`config.mk`:
```
export PLATFORM = sky130hd
export DESIGN_NAME = bmr_ctrl_flat
export DESIGN_NICKNAME = d
export VERILOG_FILES = /design/src/design/bmr_pkg.sv /design/src/design/bmr_if.sv /design/src/design/bmr_ctrl.sv /design/src/flat_wrapper.sv
export SDC_FILE = /design/constraint.sdc
export NUM_CORES = 1
export LEC_CHECK = 0
export BUFFER_PORTS_ARGS = -buffer_cell sky130_fd_sc_hd__buf_2
export CAP_MARGIN = 20
export CORE_MARGIN = 1.5
export CORE_UTILIZATION = 32
export CTS_CLUSTER_DIAMETER = 120
export DETAILED_ROUTE_END_ITERATION = 16
export MAX_ROUTING_LAYER = met4
export PLACE_DENSITY = 0.77
export SLEW_MARGIN = 40
export SYNTH_ARGS = -nofsm -noshare
export SYNTH_HDL_FRONTEND = slang
export SYNTH_SLANG_ARGS = --single-unit
export TNS_END_PERCENT = 10
```
`constraint.sdc`:
```
create_clock -name clk -period 1.33 [get_ports clk]
set_input_delay 0.3325 -clock clk [delete_from_list [all_inputs] [get_ports clk]]
set_output_delay 0.3325 -clock clk [all_outputs]
set_load 0.005 [all_outputs]
```
`src/design/bmr_pkg.sv`:
```
// shared constants, types and helpers for the bitmap rotation core
`default_nettype none
package bmr_pkg;

  localparam int MAX_WIDTH   = 128;
  localparam int MAX_HEIGHT  = 128;
  localparam int FRAC_BITS   = 14;
  localparam int SHIFT       = FRAC_BITS + 1;
  localparam int STORE_DEPTH = MAX_WIDTH * MAX_HEIGHT;
  localparam int ADDR_W      = $clog2(STORE_DEPTH);

  localparam int SIZE_W     = 8;
  localparam int COEF_W     = 16;
  localparam int COLOR_W    = 24;
  localparam int OFF_W      = 9;
  localparam int CFG_IDX_W  = 3;
  localparam int CFG_DATA_W = 24;

  // operand, product and sum widths of the coordinate arithmetic
  localparam int D_W    = 12;
  localparam int PROD_W = COEF_W + D_W;
  localparam int BASE_W = SIZE_W + FRAC_BITS;
  localparam int SUM_W  = ((BASE_W > PROD_W) ? BASE_W : PROD_W) + 2;
  localparam int CO_W   = SUM_W - SHIFT;

  localparam logic [CFG_IDX_W-1:0] CFG_SRC_WIDTH  = 3'd0;
  localparam logic [CFG_IDX_W-1:0] CFG_SRC_HEIGHT = 3'd1;
  localparam logic [CFG_IDX_W-1:0] CFG_COS_ANGLE  = 3'd2;
  localparam logic [CFG_IDX_W-1:0] CFG_SIN_ANGLE  = 3'd3;
  localparam logic [CFG_IDX_W-1:0] CFG_FILL_COLOR = 3'd4;

  localparam logic CMD_LOAD = 1'b0;
  localparam logic CMD_EMIT = 1'b1;

  typedef struct packed {
    logic load;
    logic sel_box;
    logic mul_en;
    logic box_latch;
    logic map_sum;
    logic addr_en;
    logic read_en;
    logic out_load;
  } bmr_cmd_t;

  typedef struct packed {
    logic origin;
    logic out_free;
  } bmr_stat_t;

  function automatic logic [SIZE_W-1:0] clamp_size(input logic [SIZE_W-1:0] v,
                                                   input int maxv);
    logic [SIZE_W-1:0] r;
    r = v;
    if (v == '0) begin
      r = SIZE_W'(1);
    end else if (int'(v) > maxv) begin
      r = SIZE_W'(maxv);
    end
    return r;
  endfunction

endpackage
`default_nettype wire

```
`src/design/bmr_if.sv`:
```
// input and result channel interfaces of the bitmap rotation core
`default_nettype none
interface bmr_in_if;
  import bmr_pkg::*;
  logic               valid;
  logic               ready;
  logic               cmd;
  logic [COLOR_W-1:0] pixel;

  modport source (output valid, output cmd, output pixel, input ready);
  modport sink (input valid, input cmd, input pixel, output ready);
endinterface

`default_nettype wire

```
`src/design/bmr_ctrl.sv`:
```
// sequencing state machine of the bitmap rotation core
`default_nettype none
module bmr_ctrl (
  input  logic                clk,
  input  logic                rst_n,
  bmr_in_if.sink              in_ch,
  input  bmr_pkg::bmr_stat_t  stat,
  output bmr_pkg::bmr_cmd_t   ctl
);
  import bmr_pkg::*;

  typedef enum logic [7:0] {
    S_IDLE    = 8'b0000_0001,
    S_BOX_MUL = 8'b0000_0010,
    S_BOX_SUM = 8'b0000_0100,
    S_MAP_MUL = 8'b0000_1000,
    S_MAP_SUM = 8'b0001_0000,
    S_ADDR    = 8'b0010_0000,
    S_READ    = 8'b0100_0000,
    S_OUT     = 8'b1000_0000
  } state_t;

  state_t state_r, state_nxt;

  assign in_ch.ready = (state_r == S_IDLE);

  always_comb begin
    state_nxt = state_r;
    ctl       = '0;
    case (state_r)
      S_IDLE: begin
        if (in_ch.valid) begin
          if (in_ch.cmd == CMD_LOAD) begin
            ctl.load = 1'b1;
          end else begin
            // first pixel of a frame latches the bounding box first
            state_nxt = stat.origin ? S_BOX_MUL : S_MAP_MUL;
          end
        end
      end
      S_BOX_MUL: begin
        ctl.sel_box = 1'b1;
        ctl.mul_en  = 1'b1;
        state_nxt   = S_BOX_SUM;
      end
      S_BOX_SUM: begin
        ctl.box_latch = 1'b1;
        state_nxt     = S_MAP_MUL;
      end
      S_MAP_MUL: begin
        ctl.mul_en = 1'b1;
        state_nxt  = S_MAP_SUM;
      end
      S_MAP_SUM: begin
        ctl.map_sum = 1'b1;
        state_nxt   = S_ADDR;
      end
      S_ADDR: begin
        ctl.addr_en = 1'b1;
        state_nxt   = S_READ;
      end
      S_READ: begin
        ctl.read_en = 1'b1;
        state_nxt   = S_OUT;
      end
      S_OUT: begin
        if (stat.out_free) begin
          ctl.out_load = 1'b1;
          state_nxt    = S_IDLE;
        end
      end
      default: begin
        state_nxt = S_IDLE;
      end
    endcase
  end

  always_ff @(posedge clk) begin
    if (!rst_n) begin
      state_r <= S_IDLE;
    end else begin
      state_r <= state_nxt;
    end
  end

endmodule
`default_nettype wire

```
`src/flat_wrapper.sv`:
```
// flat-port wrapper written by rule: the top's interface ports become plain ports
module bmr_ctrl_flat import bmr_pkg::*;
  (clk, rst_n, stat, ctl, in_ch_valid, in_ch_cmd, in_ch_pixel, in_ch_ready);
  bmr_in_if in_ch_i ();
  input  logic clk;
  input  logic rst_n;
  input  bmr_pkg::bmr_stat_t stat;
  output bmr_pkg::bmr_cmd_t ctl;
  input wire logic [$bits(in_ch_i.valid)-1:0] in_ch_valid;
  input wire logic [$bits(in_ch_i.cmd)-1:0] in_ch_cmd;
  input wire logic [$bits(in_ch_i.pixel)-1:0] in_ch_pixel;
  output wire logic [$bits(in_ch_i.ready)-1:0] in_ch_ready;
  assign in_ch_i.valid = in_ch_valid;
  assign in_ch_i.cmd = in_ch_cmd;
  assign in_ch_i.pixel = in_ch_pixel;
  assign in_ch_ready = in_ch_i.ready;
  bmr_ctrl u_core (.clk(clk), .rst_n(rst_n), .in_ch(in_ch_i), .stat(stat), .ctl(ctl));
endmodule
```
==> flow_summary.json <==
{
  "status": "complete, but fails checks",
  "violations": "negative setup slack",
  "via_per_inst": 4.87,
  "p_total_uw": 758,
  "wl_per_cell_um": 12.1,
  "hold_ws_ns": 0.309,
  "finalClockSkew_ns": 0.00236,
  "via_count": 526,
  "h-tree-depth": 1,
  "synth_common_cells": "12 x nor2_1, 8 x dfxtp_1, 7 x inv_1, 5 x nand3_1, 4 x nand2_1",
  "yosysTopAreaCell": "dfxtp_1",
  "irDropWorstVdd_mv": 0.614,
  "die_area_um2": 1670,
  "worst_slew_pin_slew_ns": 0.290,
  "start_util_pct": 34.9,
  "place_ws_ns": -0.185,
  "routabilityCongestion": 0.932,
  "cts_buffer_depth": 2,
  "clk_latency_ns": 0.25,
  "async_flop_share_pct": 0,
  "crit_type": "reg -> out",
  "layout_min_cycle_time_ns": 1.74,
  "grt_pass1_wl_um": 1860,
  "setup_viol_count_final": 17,
  "largest_register": "u_core.state_r",
  "synth-main-ff-cell": "dfxtp_1",
  "synth_compound_area_share_pct": 12.8,
  "syn_to_final_growth_pct": 67.8,
  "ys_warn_count": 0,
  "cts_hold_buf": 0,
  "root_buffer": "clkbuf_4",
  "stdcell_count": 108,
  "fin_ws_ns": -0.410,
  "nFillCells": 104,
  "worstPathRequired_ns": 1.00,
  "core_um2": 1320,
  "fin_crit_sh_pct": 131,
  "yosys-mux-area-fraction_pct": 2.45,
  "io_pins": 39,
  "synth_top_area_share_pct": 34.9,
  "cts.sinks": 8,
  "numCtsBuffers": 3,
  "crit_fanout": 4,
  "hp-class": "in -> reg",
  "clk_pin_slew_ns": 0.05,
  "synthTopCellsByArea": "dfxtp_1 35%, nor2_1 9.8%, inv_1 5.7%, nand3_1 5.4%, nor4_4 4.6%",
  "final_antenna_net_count": 0,
  "dpl.cell_count": 101,
  "max_cap_violations": 0,
  "grt_overflow_total": 0,
  "drcViolationCount": 0,
  "synth_top_family_by_area": "simple AND/OR/NAND/NOR gates",
  "reg_top3": "u_core.state_r (8)",
  "drt_iter0_drc": 5,
  "synth.most_common_cell": "nor2_1",
  "max_freq_mhz": 575,
  "yosys.area_share.simple_pct": 42.2,
  "synth.net_count": 89,
  "rows": 13,
  "die_h_um": 40.9,
  "worst_path_max_delay_cell": "dfxtp_2",
  "ys_seq_area_share_pct": 34.9,
  "synth_xor_area_share_pct": 1.91,
  "synth.cell_area_um2": 459,
  "grt_max_degree": 6,
  "routed_wl_um": 1310,
  "place_area_um2": 662,
  "final_cell_area_um2": 771,
  "dp_hpwl_um": 914,
  "rsz0062_at_grt": "yes",
  "multi_input_area_um2": 334,
  "synthCells": 59,
  "crit_arrival_ns": 1.41,
  "die_w_um": 40.9,
  "crit_chain": "nor4_4, and2b_2, and3_4, buf_6",
  "final_nets": 125,
  "final_util_pct": 58.5,
  "antenna_found_initial": 0,
  "cts_tree": "yes",
  "first_global_vias": 489,
  "yosys.cell_types.count": 24,
  "synth_edf_count": 0,
  "power.leakage_nw": 0.404,
  "port_buffers": 14,
  "crit_path_max_incr_delay_ns": 0.33,
  "synth_adder_area_share_pct": 0,
  "worst_path_dominant_cell_family": "simple AND/OR/NAND/NOR gates",
  "dr.pass1.iters": 2,
  "ff_latch_area_um2": 165,
  "avgSynthCellArea_um2": 7.78,
  "slew_violations": 0,
  "grt.total_usage_pct": 17.1,
  "path_buf_inv": 1,
  "drive_above_1_share_pct": 57.0,
  "critPathCaptureType": "primary output",
  "power.density_nw_per_um2": 984,
  "ys_ff_latch": 8,
  "hold_viol": 0,
  "slew_headroom_pct": 80.5,
  "tns_ns": -4.99,
  "insertedDiodeCount": 0,
  "start_kind": "flop",
  "largest_reg_flops": 8
}
==> worst paths after layout <==
path	start	endpoint	slack [ns]	cells past startpoint
worst max-delay path	u_core.state_r[1]	ctl[4]	-0.41	4
worst min-delay path	stat[1]	u_core.state_r[1]	0.31	3
worst max register to register	u_core.state_r[7]	u_core.state_r[2]	-0.34	8
worst min register to register	u_core.state_r[2]	u_core.state_r[2]	0.64	3
==> layer usage <==
metal	wire, um	up-vias	global-route usage [%]
li1	-	277	-
met1	526	239	20.5
met2	744	8	28.5
met3	34	2	1.63
met4	6	0	7.50
met5	0	-	-
==> area by class of cell <==
type | count | area share [%]
clock buffer | 3 | 2.92
inverter | 7 | 3.41
multi-input combinational | 44 | 43.3
sequential | 8 | 21.4
tap | 15 | 2.44
timing repair buffer | 31 | 26.5
==> power by group <==
group          total [mW]  leakage (nW)  internal, mW  switching (mW)
Sequential          0.280        0.0669         0.256          0.0240
Combinational       0.301         0.324         0.161           0.140
Clock               0.177        0.0138         0.103          0.0745
Total               0.758         0.404         0.520           0.239
==> layout by cell type, fill, tap and decap left out, types with 2 or more instances in the layout <==
cell / n
inv_1: 7
dfxtp_1: 4
nor4_4: 2
nand3_2: 3
nor3_2: 2
dfxtp_2: 4
nor2_1: 11
clkbuf_4: 3
nand3_1: 2
nand4_1: 2
buf_2: 13
nand2_1: 4
buf_4: 17
==> cell families (layout without fill, tap and decap cells) <==
logic type             after synthesis  in the layout
AND/OR/NAND/NOR                     35             35
XOR/XNOR                             1              1
multiplexers                         1              1
buffers and inverters                7             41
AO/OA/AOI/OAI                        7              7
flip-flops                           8              8
==> tightest hold or removal path, cell delays in order <==
cell and delay [ns]:
buf_2 0.11, nand2_1 0.05, nor2_1 0.03
==> timing repair <==
| action | CTS | global route |
|---|---|---|
| pin swaps | 6 | 8 |
| setup buffers | 2 | 2 |
| gates cloned | 0 | 0 |
| gates resized for setup | 4 | 11 |
| endpoints found under the setup margin | 16 | 17 |
Power figures use the tool's default switching activity.
